`config.mk`:
```
export PLATFORM = sky130hd
export DESIGN_NAME = k_mismatch_first_match_finder
export DESIGN_NICKNAME = d
export VERILOG_FILES = /design/src/design/kmm_pkg.sv /design/src/design/kmm_queue.sv /design/src/design/kmm_front.sv /design/src/design/kmm_back.sv /design/src/design/k_mismatch_first_match_finder.sv
export VERILOG_INCLUDE_DIRS = /design/src /design/src/design
export SDC_FILE = /design/constraint.sdc
export NUM_CORES = 1
export LEC_CHECK = 0
export BUFFER_PORTS_ARGS = -buffer_cell sky130_fd_sc_hd__buf_2
export CORE_ASPECT_RATIO = 0.6
export CORE_UTILIZATION = 40
export DETAILED_ROUTE_END_ITERATION = 6
export PLACE_DENSITY = 0.57
export SKIP_LAST_GASP = 1
export SYNTH_ARGS = -nofsm -noshare
export SYNTH_HDL_FRONTEND = slang
export SYNTH_HIERARCHICAL = 1
export SYNTH_SLANG_ARGS = --single-unit
```
`constraint.sdc`:
```
create_clock -name clock -period 8.94 [get_ports clock]
set_input_delay 1.341 -clock clock [delete_from_list [all_inputs] [get_ports clock]]
set_output_delay 1.341 -clock clock [all_outputs]
set_load 0.05 [all_outputs]
```
`src/design/k_mismatch_first_match_finder_defines.svh`:
```
// Assertion macros for the k-mismatch first match finder.
// Included by the top level; relies on ports named clock and reset.
`ifndef K_MISMATCH_FIRST_MATCH_FINDER_DEFINES_SVH
`define K_MISMATCH_FIRST_MATCH_FINDER_DEFINES_SVH

// Same-cycle implication, checked outside reset.
`define KMM_ASSERT_IMPLY(label, cond, expr, msg) \
   label: assert property (@(posedge clock) disable iff (reset) (cond) |-> (expr)) \
      else $error(msg);

// Next-cycle implication, checked outside reset.
`define KMM_ASSERT_NEXT(label, cond, expr, msg) \
   label: assert property (@(posedge clock) disable iff (reset) (cond) |=> (expr)) \
      else $error(msg);

`endif

```
`src/design/kmm_pkg.sv`:
```
// Shared constants and types of the k-mismatch first match finder.
// Used by the queue, front, back and top-level modules; no dependencies.
`default_nettype none

package kmm_pkg;

   localparam int MAX_PATTERN = 16;
   localparam int MAX_TEXT    = 4096;

   localparam int BYTE_W      = 8;
   localparam int SEEN_W      = $clog2(MAX_TEXT + 1);
   localparam int OFFSET_W    = 12;
   localparam int LEN_W       = 5;
   localparam int CNT_W       = $clog2(MAX_PATTERN + 1);
   localparam int PAT_IDX_W   = $clog2(MAX_PATTERN);
   localparam int CSR_DATA_W  = 64;
   localparam int CSR_IDX_W   = 8;

   localparam int QUEUE_DEPTH = 2;
   localparam int QPTR_W      = (QUEUE_DEPTH > 1) ? $clog2(QUEUE_DEPTH) : 1;
   localparam int QCNT_W      = $clog2(QUEUE_DEPTH + 1);

   // Register indexes of the configuration port.
   localparam logic [CSR_IDX_W-1:0] CSR_PATTERN_LOW  = CSR_IDX_W'(0);
   localparam logic [CSR_IDX_W-1:0] CSR_PATTERN_HIGH = CSR_IDX_W'(1);
   localparam logic [CSR_IDX_W-1:0] CSR_PATTERN_LEN  = CSR_IDX_W'(2);
   localparam logic [CSR_IDX_W-1:0] CSR_MAX_MISMATCH = CSR_IDX_W'(3);

   typedef struct packed {
      logic [CSR_DATA_W-1:0] pattern_low_bytes;
      logic [CSR_DATA_W-1:0] pattern_high_bytes;
      logic [LEN_W-1:0]      pattern_length;
      logic [LEN_W-1:0]      max_mismatch;
   } cfg_type;

   // One classified text byte on its way from the front to the back.
   typedef struct packed {
      logic [BYTE_W-1:0] text_byte;
      logic              last_byte;
      logic              store;
      logic [SEEN_W-1:0] pos;
   } item_type;

   typedef struct packed {
      logic              valid;
      logic              full;
      logic [QCNT_W-1:0] count;
   } qstat_type;

endpackage

`default_nettype wire

```
`src/design/kmm_queue.sv`:
```
// Short item queue between the front and back of the k-mismatch finder.
// Depends on kmm_pkg for the item type and depth.
`default_nettype none

module kmm_queue (
   input  wire logic              clock,
   input  wire logic              reset,
   input  wire logic              push,
   input  wire kmm_pkg::item_type push_item,
   input  wire logic              pop,
   output kmm_pkg::item_type      head_item,
   output kmm_pkg::qstat_type     status
);

   kmm_pkg::item_type                entries_ff [kmm_pkg::QUEUE_DEPTH];
   logic [kmm_pkg::QPTR_W-1:0]       wr_ptr_ff, wr_ptr_in;
   logic [kmm_pkg::QPTR_W-1:0]       rd_ptr_ff, rd_ptr_in;
   logic [kmm_pkg::QCNT_W-1:0]       count_ff, count_in;

   function automatic logic [kmm_pkg::QPTR_W-1:0] next_ptr(
      input logic [kmm_pkg::QPTR_W-1:0] ptr
   );
      if (ptr == kmm_pkg::QPTR_W'(kmm_pkg::QUEUE_DEPTH - 1)) begin
         return '0;
      end
      return ptr + kmm_pkg::QPTR_W'(1);
   endfunction

   always_comb begin
      wr_ptr_in = push ? next_ptr(wr_ptr_ff) : wr_ptr_ff;
      rd_ptr_in = pop ? next_ptr(rd_ptr_ff) : rd_ptr_ff;
      count_in  = count_ff;
      if (push && !pop) begin
         count_in = count_ff + kmm_pkg::QCNT_W'(1);
      end else if (pop && !push) begin
         count_in = count_ff - kmm_pkg::QCNT_W'(1);
      end
   end

   always_ff @(posedge clock) begin
      if (reset) begin
         wr_ptr_ff <= '0;
         rd_ptr_ff <= '0;
         count_ff  <= '0;
      end else begin
         wr_ptr_ff <= wr_ptr_in;
         rd_ptr_ff <= rd_ptr_in;
         count_ff  <= count_in;
      end
   end

   always_ff @(posedge clock) begin
      if (push) begin
         entries_ff[wr_ptr_ff] <= push_item;
      end
   end

   assign head_item    = entries_ff[rd_ptr_ff];
   assign status.valid = (count_ff != '0);
   assign status.full  = (count_ff == kmm_pkg::QCNT_W'(kmm_pkg::QUEUE_DEPTH));
   assign status.count = count_ff;

endmodule

`default_nettype wire

```
`src/design/kmm_front.sv`:
```
// Front of the k-mismatch finder: takes text bytes, counts them and marks
// which ones fall inside the text limit. Depends on kmm_pkg.
`default_nettype none

module kmm_front (
   input  wire logic                         clock,
   input  wire logic                         reset,
   input  wire logic                         req_valid,
   output logic                              req_stall,
   input  wire logic [kmm_pkg::BYTE_W-1:0]   req_text_byte,
   input  wire logic                         req_last_byte,
   input  wire kmm_pkg::qstat_type           q_status,
   output logic                              push,
   output kmm_pkg::item_type                 push_item
);

   logic [kmm_pkg::SEEN_W-1:0] seen_ff, seen_in;
   logic                       store;

   assign req_stall = q_status.full;
   assign push      = req_valid && !q_status.full;
   assign store     = (seen_ff < kmm_pkg::SEEN_W'(kmm_pkg::MAX_TEXT));

   always_comb begin
      push_item.text_byte = req_text_byte;
      push_item.last_byte = req_last_byte;
      push_item.store     = store;
      push_item.pos       = seen_ff + kmm_pkg::SEEN_W'(1);

      seen_in = seen_ff;
      if (push) begin
         if (req_last_byte) begin
            seen_in = '0;
         end else if (store) begin
            seen_in = seen_ff + kmm_pkg::SEEN_W'(1);
         end
      end
   end

   always_ff @(posedge clock) begin
      if (reset) begin
         seen_ff <= '0;
      end else begin
         seen_ff <= seen_in;
      end
   end

endmodule

`default_nettype wire

```
`src/design/kmm_back.sv`:
```
// Back of the k-mismatch finder: shift window, parallel byte compare,
// mismatch count, first-hit latch and result register. Depends on kmm_pkg.
`default_nettype none

module kmm_back (
   input  wire logic                           clock,
   input  wire logic                           reset,
   input  wire kmm_pkg::cfg_type               cfg,
   input  wire kmm_pkg::qstat_type             q_status,
   input  wire kmm_pkg::item_type              head_item,
   output logic                                pop,
   output logic                                rsp_valid,
   input  wire logic                           rsp_stall,
   output logic                                rsp_match_found,
   output logic [kmm_pkg::OFFSET_W-1:0]        rsp_match_offset
);

   logic [kmm_pkg::BYTE_W-1:0]   window_ff [kmm_pkg::MAX_PATTERN];
   logic [kmm_pkg::BYTE_W-1:0]   new_win   [kmm_pkg::MAX_PATTERN];
   logic                         hit_ff, hit_in;
   logic [kmm_pkg::OFFSET_W-1:0] hit_offset_ff, hit_offset_in;
   logic                         rsp_valid_ff, rsp_valid_in;
   logic                         found_ff, found_in;
   logic [kmm_pkg::OFFSET_W-1:0] offset_ff, offset_in;

   logic [2*kmm_pkg::CSR_DATA_W-1:0] pattern_all;
   logic [kmm_pkg::LEN_W-1:0]        used_len;
   logic [kmm_pkg::MAX_PATTERN-1:0]  diff;
   logic [kmm_pkg::CNT_W-1:0]        diff_cnt;
   logic                             window_full;
   logic                             do_cmp;
   logic                             hit_now;
   logic                             hit_any;
   logic [kmm_pkg::OFFSET_W-1:0]     off_now;
   logic [kmm_pkg::OFFSET_W-1:0]     off_any;

   assign pattern_all = {cfg.pattern_high_bytes, cfg.pattern_low_bytes};
   assign used_len    = (cfg.pattern_length > kmm_pkg::LEN_W'(kmm_pkg::MAX_PATTERN))
                        ? kmm_pkg::LEN_W'(kmm_pkg::MAX_PATTERN) : cfg.pattern_length;

   // A last byte can only be taken once the output register is free this cycle.
   assign pop = q_status.valid && (!head_item.last_byte || !rsp_valid_ff || !rsp_stall);

   always_comb begin
      logic [kmm_pkg::LEN_W-1:0] idx;
      new_win[0] = head_item.text_byte;
      for (int j = 1; j < kmm_pkg::MAX_PATTERN; j++) begin
         new_win[j] = window_ff[j-1];
      end
      // Pattern byte k lines up with the window byte that is used_len-1-k old.
      for (int k = 0; k < kmm_pkg::MAX_PATTERN; k++) begin
         idx = used_len - kmm_pkg::LEN_W'(k) - kmm_pkg::LEN_W'(1);
         diff[k] = (kmm_pkg::LEN_W'(k) < used_len) &&
                   (new_win[idx[kmm_pkg::PAT_IDX_W-1:0]] != pattern_all[8*k +: 8]);
      end
   end

   assign diff_cnt    = kmm_pkg::CNT_W'($countones(diff));
   assign window_full = ({{(kmm_pkg::SEEN_W - kmm_pkg::LEN_W){1'b0}}, used_len}
                         <= head_item.pos);
   assign do_cmp      = pop && head_item.store && (used_len != '0) && window_full && !hit_ff;
   assign hit_now     = do_cmp &&
                        ({{(kmm_pkg::LEN_W - kmm_pkg::CNT_W){1'b0}}, diff_cnt}
                         <= cfg.max_mismatch);
   assign off_now     = kmm_pkg::OFFSET_W'(head_item.pos
                        - {{(kmm_pkg::SEEN_W - kmm_pkg::LEN_W){1'b0}}, used_len});
   assign hit_any     = hit_ff || hit_now;
   assign off_any     = hit_ff ? hit_offset_ff : off_now;

   always_comb begin
      hit_in        = hit_ff;
      hit_offset_in = hit_offset_ff;
      rsp_valid_in  = rsp_valid_ff && rsp_stall;
      found_in      = found_ff;
      offset_in     = offset_ff;
      if (hit_now) begin
         hit_in        = 1'b1;
         hit_offset_in = off_now;
      end
      if (pop && head_item.last_byte) begin
         rsp_valid_in = 1'b1;
         hit_in       = 1'b0;
         if (used_len == '0) begin
            // An empty pattern matches at the start of every text.
            found_in  = 1'b1;
            offset_in = '0;
         end else begin
            found_in  = hit_any;
            offset_in = hit_any ? off_any : '0;
         end
      end
   end

   always_ff @(posedge clock) begin
      if (reset) begin
         hit_ff       <= 1'b0;
         rsp_valid_ff <= 1'b0;
      end else begin
         hit_ff       <= hit_in;
         rsp_valid_ff <= rsp_valid_in;
      end
   end

   always_ff @(posedge clock) begin
      hit_offset_ff <= hit_offset_in;
      found_ff      <= found_in;
      offset_ff     <= offset_in;
      if (pop && head_item.store) begin
         for (int j = 0; j < kmm_pkg::MAX_PATTERN; j++) begin
            window_ff[j] <= new_win[j];
         end
      end
   end

   assign rsp_valid        = rsp_valid_ff;
   assign rsp_match_found  = found_ff;
   assign rsp_match_offset = offset_ff;

endmodule

`default_nettype wire

```
`src/design/k_mismatch_first_match_finder.sv`:
```
// Channel  Handshake             Payload
// req      req_valid/req_stall   req_text_byte[7:0], req_last_byte
// rsp      rsp_valid/rsp_stall   rsp_match_found, rsp_match_offset[11:0]
// csr      csr_valid/csr_ready   csr_index[7:0], csr_data[63:0]
//
// One text byte is taken per cycle while req_stall is low; the back compares
// the whole window combinationally on bytes registered in the two-entry queue.
// A result appears in the cycle after its last byte is taken by the back.
// Reset is synchronous and clears counters, the hit latch and the queue.
// A stalled result holds the back once a last byte is next; the queue then
// fills and req_stall rises after one more byte.
//
// Top level: configuration registers, front, queue and back.
// Depends on kmm_pkg, kmm_front, kmm_queue, kmm_back and the defines header.
`default_nettype none
`include "k_mismatch_first_match_finder_defines.svh"

module k_mismatch_first_match_finder (
   input  wire logic                             clock,
   input  wire logic                             reset,
   input  wire logic                             req_valid,
   output logic                                  req_stall,
   input  wire logic [kmm_pkg::BYTE_W-1:0]       req_text_byte,
   input  wire logic                             req_last_byte,
   output logic                                  rsp_valid,
   input  wire logic                             rsp_stall,
   output logic                                  rsp_match_found,
   output logic [kmm_pkg::OFFSET_W-1:0]          rsp_match_offset,
   input  wire logic                             csr_valid,
   output logic                                  csr_ready,
   input  wire logic [kmm_pkg::CSR_IDX_W-1:0]    csr_index,
   input  wire logic [kmm_pkg::CSR_DATA_W-1:0]   csr_data
);

   kmm_pkg::cfg_type   cfg_ff, cfg_in;
   kmm_pkg::qstat_type q_status;
   kmm_pkg::item_type  push_item;
   kmm_pkg::item_type  head_item;
   logic               push;
   logic               pop;

   assign csr_ready = 1'b1;

   always_comb begin
      cfg_in = cfg_ff;
      if (csr_valid && csr_ready) begin
         unique case (csr_index)
            kmm_pkg::CSR_PATTERN_LOW:  cfg_in.pattern_low_bytes  = csr_data;
            kmm_pkg::CSR_PATTERN_HIGH: cfg_in.pattern_high_bytes = csr_data;
            kmm_pkg::CSR_PATTERN_LEN:
               cfg_in.pattern_length = csr_data[kmm_pkg::LEN_W-1:0];
            kmm_pkg::CSR_MAX_MISMATCH:
               cfg_in.max_mismatch   = csr_data[kmm_pkg::LEN_W-1:0];
            default: cfg_in = cfg_ff;
         endcase
      end
   end

   always_ff @(posedge clock) begin
      if (reset) begin
         cfg_ff <= '0;
      end else begin
         cfg_ff <= cfg_in;
      end
   end

   kmm_front u_front (
      .clock         (clock),
      .reset         (reset),
      .req_valid     (req_valid),
      .req_stall     (req_stall),
      .req_text_byte (req_text_byte),
      .req_last_byte (req_last_byte),
      .q_status      (q_status),
      .push          (push),
      .push_item     (push_item)
   );

   kmm_queue u_queue (
      .clock     (clock),
      .reset     (reset),
      .push      (push),
      .push_item (push_item),
      .pop       (pop),
      .head_item (head_item),
      .status    (q_status)
   );

   kmm_back u_back (
      .clock            (clock),
      .reset            (reset),
      .cfg              (cfg_ff),
      .q_status         (q_status),
      .head_item        (head_item),
      .pop              (pop),
      .rsp_valid        (rsp_valid),
      .rsp_stall        (rsp_stall),
      .rsp_match_found  (rsp_match_found),
      .rsp_match_offset (rsp_match_offset)
   );

   `KMM_ASSERT_NEXT(a_last_gives_result, pop && head_item.last_byte, rsp_valid, "last item produced no result")
   `KMM_ASSERT_IMPLY(a_pop_nonempty, pop, q_status.count != '0, "pop from empty queue")
   `KMM_ASSERT_IMPLY(a_count_bound, 1'b1, q_status.count <= kmm_pkg::QCNT_W'(kmm_pkg::QUEUE_DEPTH), "queue count beyond depth")
   `KMM_ASSERT_IMPLY(a_miss_offset_zero, rsp_valid && !rsp_match_found, rsp_match_offset == '0, "nonzero offset without a match")

endmodule

`default_nettype wire
```
==> results of run 1 <==
## where the power goes
group	internal (mW)	switching [mW]	leakage [nW]
Sequential	2.24	0.457	3.08
Combinational	1.01	1.57	5.71
Clock	0.930	0.719	0.639
Total	4.18	2.75	9.43
## layer usage
layer	track usage [%]	wire, um
met3	8.23	8980
met4	5.12	1420
met5	0	0
met1	39.9	35200
met2	32.4	27900
## through the flow
step                      util [%]  instance area (sq um)  setup WS, ns
after floorplan                  -                  22800         0.749
after global placement        43.0                  24100         0.405
after detailed placement      43.0                  24100         0.433
after CTS                     45.3                  25400         0.377
after global routing          45.3                  25400        0.0286
final                         45.3                  25400         0.339
## sequential cells by signal, summed over array words and instances (netlist names), named ones only
register and count:
cfg_ff 138, u_back/window_ff 120, u_queue/entries_ff 46, u_front/seen_ff 13, u_back/hit_offset_ff 12, u_back/rsp_match_offset 12, u_queue/count_ff 2, u_back/hit_ff 1
u_back/rsp_match_found 1, u_back/rsp_valid 1, u_queue/rd_ptr_ff 1, u_queue/wr_ptr_ff 1
## layout make-up
class / instances / area share [%]
Multi-Input combinational cell: 1509 / 50.8
Sequential cell: 349 / 35.0
Timing Repair Buffer: 182 / 4.60
Clock buffer: 50 / 4.25
Tap cell: 759 / 3.74
Clock inverter: 22 / 0.818
Inverter: 49 / 0.754
Antenna cell: 2 / 0.0197
## worst reg2reg max path: cells and delay by family, from the launching register on
family,cells,cell delay [ns]
simple gates,5,1.14
buf+inv,7,1.02
mux,3,1.16
flops,1,0.34
fa+ha+maj,8,3.26
xor+xnor,1,0.21
compound gates,8,1.32
## cells in the final DEF, fill, tap and decap left out, types with 7 or more instances in the layout
cell type / Yosys / final
a211oi_1: 50 / 50
a21oi_1: 83 / 83
a22oi_1: 11 / 11
a31oi_1: 15 / 15
buf_2: 31 / 99
buf_4: 25 / 79
clkbuf_1: 63 / 7
clkbuf_16: 0 / 41
clkinv_2: 0 / 9
dfxtp_1: 158 / 157
edfxtp_1: 191 / 191
fa_1: 11 / 11
ha_1: 27 / 26
inv_1: 46 / 45
inv_6: 1 / 10
mux2_2: 42 / 42
mux2i_1: 446 / 446
mux4_2: 55 / 55
nand2_1: 67 / 67
nand2b_1: 208 / 206
nand3_1: 8 / 8
nand3b_1: 9 / 9
nand4_1: 16 / 16
nor2_1: 63 / 61
nor2b_1: 56 / 54
nor3_1: 15 / 14
nor4_1: 15 / 15
o21ai_0: 31 / 31
o22ai_1: 10 / 10
or3_1: 11 / 11
xnor2_1: 85 / 84
xnor2_2: 7 / 7
xor2_1: 82 / 82
## cell families after synthesis
family	Yosys count	share of synthesized area [%]
muxes	544	27.1
and+or+nand+nor	496	12.3
DFF	349	39.0
AOI/OAI and AO/OA	253	7.17
buffers and inverters	195	4.71
xor gates and xnor gates	176	7.15
adders and majority gates	39	2.49
other	1	0.0164
## final timing paths
| check | slack, ns | cells past startpoint | startpoint | to |
|---|---|---|---|---|
| setup / recovery | 0.34 | 32 | cfg_ff[9] | u_back/rsp_match_offset[2] |
| hold / removal | 0.48 | 2 | u_front/seen_ff[1] | u_front/seen_ff[1] |
| setup reg to reg | 0.34 | 32 | cfg_ff[9] | u_back/rsp_match_offset[2] |
| hold reg to reg | 0.48 | 2 | u_front/seen_ff[1] | u_front/seen_ff[1] |
==> out/metrics.yaml, run 1 <==
flow_run:
  max_cap_violations: 0
floorplan:
  rows: 67
  pin_count: 102
  dieWidth_um: 310
  die_y_um: 187
  start_util_pct: 40.7
  dieArea_sq_um: 58000
  coreArea_sq_um: 56100
logic_synthesis:
  synth-async-reset-ratio_pct: 0
  synth_largest_area_cell: "edfxtp_1"
  yosys_most_used_dff: "edfxtp_1"
  seq_area_frac_synth_pct: 39.0
  syn-instance-count: 2053
  netlist_top_cells_count: "446 x mux2i_1, 208 x nand2b_1, 191 x edfxtp_1"
  ys_top_cells_by_area: "edfxtp_1 25%, mux2i_1 20%, dfxtp_1 14%"
  synth_cell_types: 77
  synth-edff-count: 191
  ys_ff_latch: 349
  yosys_warnings: 6
  synth_top_cell_area_share_pct: 25.1
  syn_area_per_cell_sq_um: 11.1
  synth.most_common_cell: "mux2i_1"
  syn_area_sq_um: 22800
  syn_nets: 2177
timing:
  whs_ns: 0.477
  fin_crit_ns: 8.60
  skew_ns: 0.0188
  timing.fmax_mhz: 116
  rsz0062_at_grt: "no"
  hold_viol: 0
  slew_headroom_pct: 29.7
  fin_crit_sh_pct: 96.2
  setup_violations: 0
  tns_ns: 0
  worst_slew_pin_slew_ns: 1.05
  slew_viol_final: 0
cells_and_area:
  multi_input_area_sq_um: 12900
  area_delta_synth_final_pct: 11.4
  nets: 2254
  drive_above_1_share_pct: 17.7
  finalNonFillerCells: 2922
  fill_cells: 5163
  seq_area_sq_um: 8900
worst_setup_path:
  crit_arrival_ns: 9.01
  crit_slowest_cell: "fa_1"
  cp_num_buf_inv: 7
  cp_top_family: "adder cells"
  crit_fanout: 24
  crit_required_ns: 9.35
  start_kind: "flop"
  max_stage_delay_ns: 0.63
  setup.worst_path.class: "flop to flop"
  endpoint_kind: "flop"
placed_design:
  gp_congestion: 1.01
  numPortBuffers: 100
  post-place-cells: 2848
  hpwl_um: 55600
drt:
  drt-initial-drc-count: 1938
  num_vias: 16800
  ant_nets: 0
  wl_um: 73500
  post-route-drc-count: 0
  wl_per_cell_um: 25.2
  viasPerCell: 5.74
  dr.pass1.iters: 7
clock_network:
  clock_path_buffers: 3
  cts_buffers: 39
  hold_buffers: 0
  htreeDepth: 2
  cts_tree: "built"
  cts_root_buffer: "clkbuf_16"
  ctsResizeCount: 0
  clk_pin_slew_ns: 0.06
  post-cts-setup-buffers: 0
  clock_latency_ns: 0.57
  cts_sinks: 349
grt:
  grt_max_degree: 118
  grt_pass1_wl_um: 108000
  gr-total-overflow: 0
  antenna_found_initial: 3
  grt_pass1_vias: 16000
  grt_usage_pct: 25.2
run_status:
  run_status: "finished, final reports clean"
power:
  p_leak_nw: 9.43
  p_total_mw: 6.93
  ir_drop_v: 0.000144
  power.density_nw_per_um2: 273
worst_hold_path:
  hold_path_class: "flop to flop"
(Power assumes the default switching activity.)
==> run 2: changes to the inputs <==
--- a/config.mk
+++ b/config.mk
@@ -6,11 +6,12 @@
 export SDC_FILE = /design/constraint.sdc
 export NUM_CORES = 1
 export LEC_CHECK = 0
-export BUFFER_PORTS_ARGS = -buffer_cell sky130_fd_sc_hd__buf_2
 export CORE_ASPECT_RATIO = 0.6
 export CORE_UTILIZATION = 40
 export DETAILED_ROUTE_END_ITERATION = 6
-export PLACE_DENSITY = 0.57
+export DONT_BUFFER_PORTS = 1
+export PLACE_DENSITY = 0.55
+export RECOVER_POWER = 100
 export SKIP_LAST_GASP = 1
 export SYNTH_ARGS = -nofsm -noshare
 export SYNTH_HDL_FRONTEND = slang
==> run 2 against run 1 <==
  * The flow now finishes with violations (capacitance limit, slew limit)
  * Cell count is 3.5% lower
  * Utilization is 1.1 points lower
  * Global-route usage is 0.44 points higher
==> out/metrics.yaml, run 2 (synthesized netlist as in run 1, its figures left out) <==
timing:
  skew_ns: 0.0294  # +0.0106 ns
  hold_viol: 0  # unchanged
  whs_ns: 0.484  # +0.00649 ns
  fin_crit_ns: 8.49  # -0.114 ns
  setup_violations: 0  # unchanged
  slew_headroom_pct: -155  # -190 points
  timing.fmax_mhz: 118  # +1.3%
  rsz0062_at_grt: "no"
  worst_slew_pin_slew_ns: 3.83  # +2.78 ns
  fin_crit_sh_pct: 94.9  # -1.3 points
  tns_ns: 0  # unchanged
  fin_ws_ns: 0.453  # +0.114 ns
  slew_viol_final: 242  # +242
cells_and_area:
  largest_reg_flops: 138  # unchanged
  multi_input_area_sq_um: 12900  # -0.17%
  nets: 2157  # -4.3%
  fill_cells: 5179  # +0.31%
  drive_above_1_share_pct: 12.2  # -5.4 points
  top_regs: "cfg_ff (138), u_back/window_ff (120), u_queue/entries_ff (46)"
  layout_common_cells: "446 x mux2i_1, 206 x nand2b_1, 191 x edfxtp_1"
  fin_util_pct: 44.2  # -1.1 points
  final_common_cell: "mux2i_1"
  finalNonFillerCells: 2819  # -3.5%
  seq_area_sq_um: 8900  # unchanged
  regMostFlops: "cfg_ff"
  area_delta_synth_final_pct: 8.63
  diodes: 0  # -2
drt:
  routedLengthMet1_um: 36500  # +3.6%
  viasPerCell: 5.85  # +1.8%
  wl_per_cell_um: 26.7  # +6.0%
  maxUsedRoutingLayer: "met5"
  post-route-drc-count: 0  # unchanged
  drt-initial-drc-count: 2087  # +7.7%
  met2_length_um: 28600  # +2.5%
  num_vias: 16500  # -1.7%
  wl_met3_um: 8810  # -1.9%
  ant_nets: 0  # unchanged
  wl_um: 75200  # +2.3%
  dr.pass1.iters: 6  # -1
placed_design:
  post-place-cells: 2754  # -3.3%
  gp_congestion: 0.993  # -2.1%
  hpwl_um: 57200  # +2.9%
  place_ws_ns: 0.594  # +0.161 ns
  numPortBuffers: 0  # -100%
clock_network:
  post-cts-setup-buffers: 0  # unchanged
  clock_path_buffers: 3  # unchanged
  clk_pin_slew_ns: 0.07  # about the same
  cts_buffers: 36  # -7.7%
  clock_latency_ns: 0.57  # about the same
  cts_sinks: 349  # unchanged
  ctsResizeCount: 0  # unchanged
  cts_root_buffer: "clkbuf_16"
  hold_buffers: 0  # unchanged
  htreeDepth: 2  # unchanged
  cts_tree: "built"
worst_setup_path:
  max_stage_delay_ns: 0.58  # -0.05 ns
  crit_required_ns: 9.34  # about the same
  rrSetupSlack_ns: 0.45  # +0.11 ns
  reg2reg_from: "cfg_ff[9]"
  endpoint_kind: "flop"
  reg2reg_depth: 32  # unchanged
  crit_arrival_ns: 8.88  # -0.13 ns
  crit_slowest_cell: "fa_1"
  setup.worst_path.class: "flop to flop"
  start_kind: "flop"
  reg2reg_to: "u_back/rsp_match_offset[7]"
  crit_fanout: 20  # -17%
worst_hold_path:
  hold_path_class: "flop to flop"
  hp-start: "cfg_ff[2]"
  holdPathStages: 2  # unchanged
  hold_end: "cfg_ff[2]"
power:
  power.density_nw_per_um2: 276  # +1.3%
  p_leak_nw: 8.96  # -5.0%
  ir_drop_v: 0.000137  # -4.7%
grt:
  grt_pass1_wl_um: 109000  # +0.61%
  grt_max_degree: 223  # +89%
  antenna_found_initial: 1  # -2
  grt_usage_pct: 25.7  # +0.44 points
  grt_pass1_vias: 15800  # -0.98%
  gr-total-overflow: 0  # unchanged
run_status:
  run_status: "finished with violations"
  violations: "capacitance limit, slew limit"
floorplan:
  pin_count: 102  # unchanged
  die_y_um: 187  # unchanged
  rows: 67  # unchanged
  start_util_pct: 40.7  # unchanged
  dieWidth_um: 310  # unchanged
  dieArea_sq_um: 58000  # unchanged
  coreArea_sq_um: 56100  # unchanged
flow_run:
  max_cap_violations: 5  # +5
run 2: cell type report:
cell class / count / area share [%]
Tap cell: 759 / 3.83
Clock buffer: 52 / 4.30
Multi-Input combinational cell: 1509 / 52.0
Inverter: 49 / 0.768
Sequential cell: 349 / 35.9
Timing Repair Buffer: 88 / 2.69
Clock inverter: 13 / 0.510
run 2: per-stage QoR:
stage	power [mW]	cell area [sq um]
floorplan	4.18	22800
global placement	5.16	23700
detailed placement	5.18	23700
CTS	6.77	24800
global route	7.11	24800
finish	6.85	24800
run 2: how the worst max path moves through the flow:
stage / startpoint / endpoint / slack [ns] / cells past startpoint
5_1_grt: cfg_ff[9] / u_back/rsp_match_offset[2] / 0.09 / 33
6_report: cfg_ff[9] / u_back/rsp_match_offset[7] / 0.45 / 32
2_1_floorplan: cfg_ff[9] / u_back/rsp_match_offset[1] / 0.75 / 35
3_5_place_dp: cfg_ff[9] / u_back/rsp_match_offset[7] / 0.59 / 33
3_3_place_gp: cfg_ff[9] / u_back/rsp_match_offset[2] / 0.60 / 32
4_1_cts: cfg_ff[9] / u_back/rsp_match_offset[7] / 0.49 / 33
run 2: metal layers:
layer	GRT usage [%]	vias to the layer above
li1	-	7453
met1	40.0	8193
met2	33.2	767
met3	9.28	78
met4	4.76	2
met5	0	-
run 2: power breakdown:
part | total, mW | leakage (nW) | internal [mW] | switching (mW)
clock | 1.57 | 0.578 | 0.892 | 0.680
combinational | 2.47 | 5.30 | 0.966 | 1.50
sequential | 2.81 | 3.08 | 2.27 | 0.542
run 2: worst max-delay path: cells and delay by family (launching register included):
| kind | cells | cell delay, ns |
|---|---|---|
| multiplexers | 3 | 0.97 |
| buffers and inverters | 7 | 0.86 |
| adder cells (fa/ha/maj) | 8 | 3.15 |
| AO/OA/AOI/OAI | 7 | 1.14 |
| XOR/XNOR | 1 | 0.21 |
| AND/OR/NAND/NOR | 6 | 1.57 |
| flip-flops | 1 | 0.37 |
==> run 3: changes to the inputs <==
--- a/config.mk
+++ b/config.mk
@@ -6,11 +6,11 @@
 export SDC_FILE = /design/constraint.sdc
 export NUM_CORES = 1
 export LEC_CHECK = 0
+export BUFFER_PORTS_ARGS = -buffer_cell sky130_fd_sc_hd__buf_2
 export CORE_ASPECT_RATIO = 0.6
 export CORE_UTILIZATION = 40
 export DETAILED_ROUTE_END_ITERATION = 6
-export DONT_BUFFER_PORTS = 1
-export PLACE_DENSITY = 0.55
+export PLACE_DENSITY = 0.57
 export RECOVER_POWER = 100
 export SKIP_LAST_GASP = 1
 export SYNTH_ARGS = -nofsm -noshare
==> run 3 against run 2 <==
  * The run still ends with capacitance limit, slew limit left
  * Design area increased by 2.3%
  * First-iteration DRC count decreased by 9.1%
  * Maximum frequency decreased by 1.4%
  * Power increased by 1.3%
  * Cell count increased by 3.7%
  * Setup slack got worse by 0.12 ns
  * Largest power group unchanged
==> out/metrics.yaml, run 3 (synthesized netlist as in run 1, its figures left out) <==
clock_network:
  htreeDepth: 2  # unchanged
  cts_root_buffer: "clkbuf_16"
  clock_path_buffers: 3  # unchanged
  post-cts-setup-buffers: 0  # unchanged
  clock_latency_ns: 0.57  # about the same
  cts_tree: "built"
  clk_pin_slew_ns: 0.06  # about the same
  hold_buffers: 0  # unchanged
  ctsResizeCount: 0  # unchanged
  cts_buffers: 39  # +8.3%
  cts_sinks: 349  # unchanged
timing:
  timing.fmax_mhz: 116  # -1.4%
  skew_ns: 0.0186  # -0.0108 ns
  tns_ns: 0  # unchanged
  slew_headroom_pct: -188  # -33 points
  slew_viol_final: 372  # +54%
  hold_viol: 0  # unchanged
  fin_ws_ns: 0.329  # -0.124 ns
  fin_crit_ns: 8.61  # +0.124 ns
  worst_slew_pin_slew_ns: 4.32  # +0.489 ns
  rsz0062_at_grt: "no"
  setup_violations: 0  # unchanged
  fin_crit_sh_pct: 96.3  # +1.4 points
floorplan:
  rows: 67  # unchanged
  dieArea_sq_um: 58000  # unchanged
  start_util_pct: 40.7  # unchanged
  die_y_um: 187  # unchanged
  coreArea_sq_um: 56100  # unchanged
  dieWidth_um: 310  # unchanged
  pin_count: 102  # unchanged
placed_design:
  gp_congestion: 1.01  # +2.2%
  numPortBuffers: 100  # +100
  post-place-cells: 2848  # +3.4%
  hpwl_um: 55600  # -2.8%
  place_ws_ns: 0.433  # -0.161 ns
cells_and_area:
  final_common_cell: "mux2i_1"
  layout_common_cells: "446 x mux2i_1, 206 x nand2b_1, 191 x edfxtp_1"
  regMostFlops: "cfg_ff"
  top_regs: "cfg_ff (138), u_back/window_ff (120), u_queue/entries_ff (46)"
  drive_above_1_share_pct: 16.0  # +3.7 points
  fin_util_pct: 45.2  # +1.0 points
  fill_cells: 5180  # +0.019%
  largest_reg_flops: 138  # unchanged
  multi_input_area_sq_um: 12900  # +0.17%
  finalNonFillerCells: 2922  # +3.7%
  seq_area_sq_um: 8900  # unchanged
  nets: 2254  # +4.5%
  area_delta_synth_final_pct: 11.2
worst_setup_path:
  crit_slowest_cell: "fa_1"
  max_stage_delay_ns: 0.63  # +0.05 ns
  reg2reg_from: "cfg_ff[9]"
  reg2reg_depth: 32  # unchanged
  start_kind: "flop"
  setup.worst_path.class: "flop to flop"
  crit_arrival_ns: 9.02  # +0.14 ns
  crit_required_ns: 9.35  # about the same
  startpoint: "cfg_ff[9]"
  crit_fanout: 24  # +20%
  endpoint_kind: "flop"
power:
  power.density_nw_per_um2: 274  # -0.97%
  ir_drop_v: 0.000130  # -4.9%
  p_int_mw: 4.19  # +1.7%
  p_leak_nw: 9.35  # +4.3%
  swShare_pct: 39.6  # -0.19 points
  pwr-share-seq_pct: 39.2  # -1.8 points
  power.switching_mw: 2.74  # +0.84%
  clkPwrFrac_pct: 23.8  # +0.8 points
  p_total_mw: 6.94  # +1.3%
  power_frac_comb_pct: 37.0  # +1.0 points
run_status:
  violations: "capacitance limit, slew limit"
  run_status: "finished with violations"
grt:
  grt_max_degree: 118  # -47%
  gr-total-overflow: 0  # unchanged
  grt_usage_pct: 25.2  # -0.44 points
  grt_pass1_wl_um: 108000  # -0.61%
  grt_pass1_vias: 16000  # +0.99%
  antenna_found_initial: 3  # +2
drt:
  num_vias: 16800  # +1.7%
  wl_per_cell_um: 25.1  # -5.7%
  dr.pass1.iters: 6  # unchanged
  drt-initial-drc-count: 1897  # -9.1%
  viasPerCell: 5.74  # -1.9%
  wl_um: 73400  # -2.3%
  post-route-drc-count: 0  # unchanged
  ant_nets: 0  # unchanged
worst_hold_path:
  hp-start: "u_front/seen_ff[1]"
  hold_path_class: "flop to flop"
  holdPathStages: 2  # unchanged
flow_run:
  max_cap_violations: 5  # unchanged
## run 3: changes by cell type in the layout (fill, tap and decap cells not counted), sizes merged
cell      change
buf          +76
clkbuf       +16
inv           +7
clkinv        +4
clkinvlp      -2
diode         +2
## run 3: power groups by stage
stage	registers [mW]	clock network, mW	logic (mW)
after global routing	2.77	1.75	2.71
after floorplan	2.59	0	1.59
final	2.72	1.65	2.57
after CTS	2.66	1.68	2.51
after global placement	2.68	0	2.49
after detailed placement	2.69	0	2.50
## run 3: stage by stage
step	hold slack, ns	instance area (sq um)
after floorplan	0.444	22800
after global placement	0.459	24100
after detailed placement	0.471	24100
after CTS	0.480	25400
after global routing	0.490	25300
final	0.477	25400
## run 3: layout make-up
cell class	instances	area share, %
inverters	49	0.750
diodes	2	0.0197
well taps	759	3.75
clock buffers	50	4.26
multi-input cells	1509	50.9
flip-flops and latches	349	35.1
clock inverters	22	0.819
repair buffers	182	4.41
## run 3: path summary, 6_finish.rpt
path / to / slack (ns)
worst max-delay path: u_back/rsp_match_offset[6] / 0.33
worst min-delay path: u_front/seen_ff[1] / 0.48
worst max register to register: u_back/rsp_match_offset[6] / 0.33
worst min register to register: u_front/seen_ff[1] / 0.48
## run 3: routing by layer
metal  global-route usage (%)  routed length (um)
met4                     5.12                1290
met2                     32.4               28000
met3                     8.23                9270
met1                     39.9               34900
met5                        0                   0
## run 3: worst max-delay path: cells and delay by family, from the launching register on
| family | cells | cell delay, ns |
|---|---|---|
| AOI/OAI and AO/OA | 7 | 1.16 |
| xor gates and xnor gates | 1 | 0.20 |
| adders and majority gates | 8 | 3.26 |
| buffers and inverters | 7 | 1.02 |
| DFF | 1 | 0.34 |
| muxes | 3 | 1.10 |
| and+or+nand+nor | 6 | 1.32 |
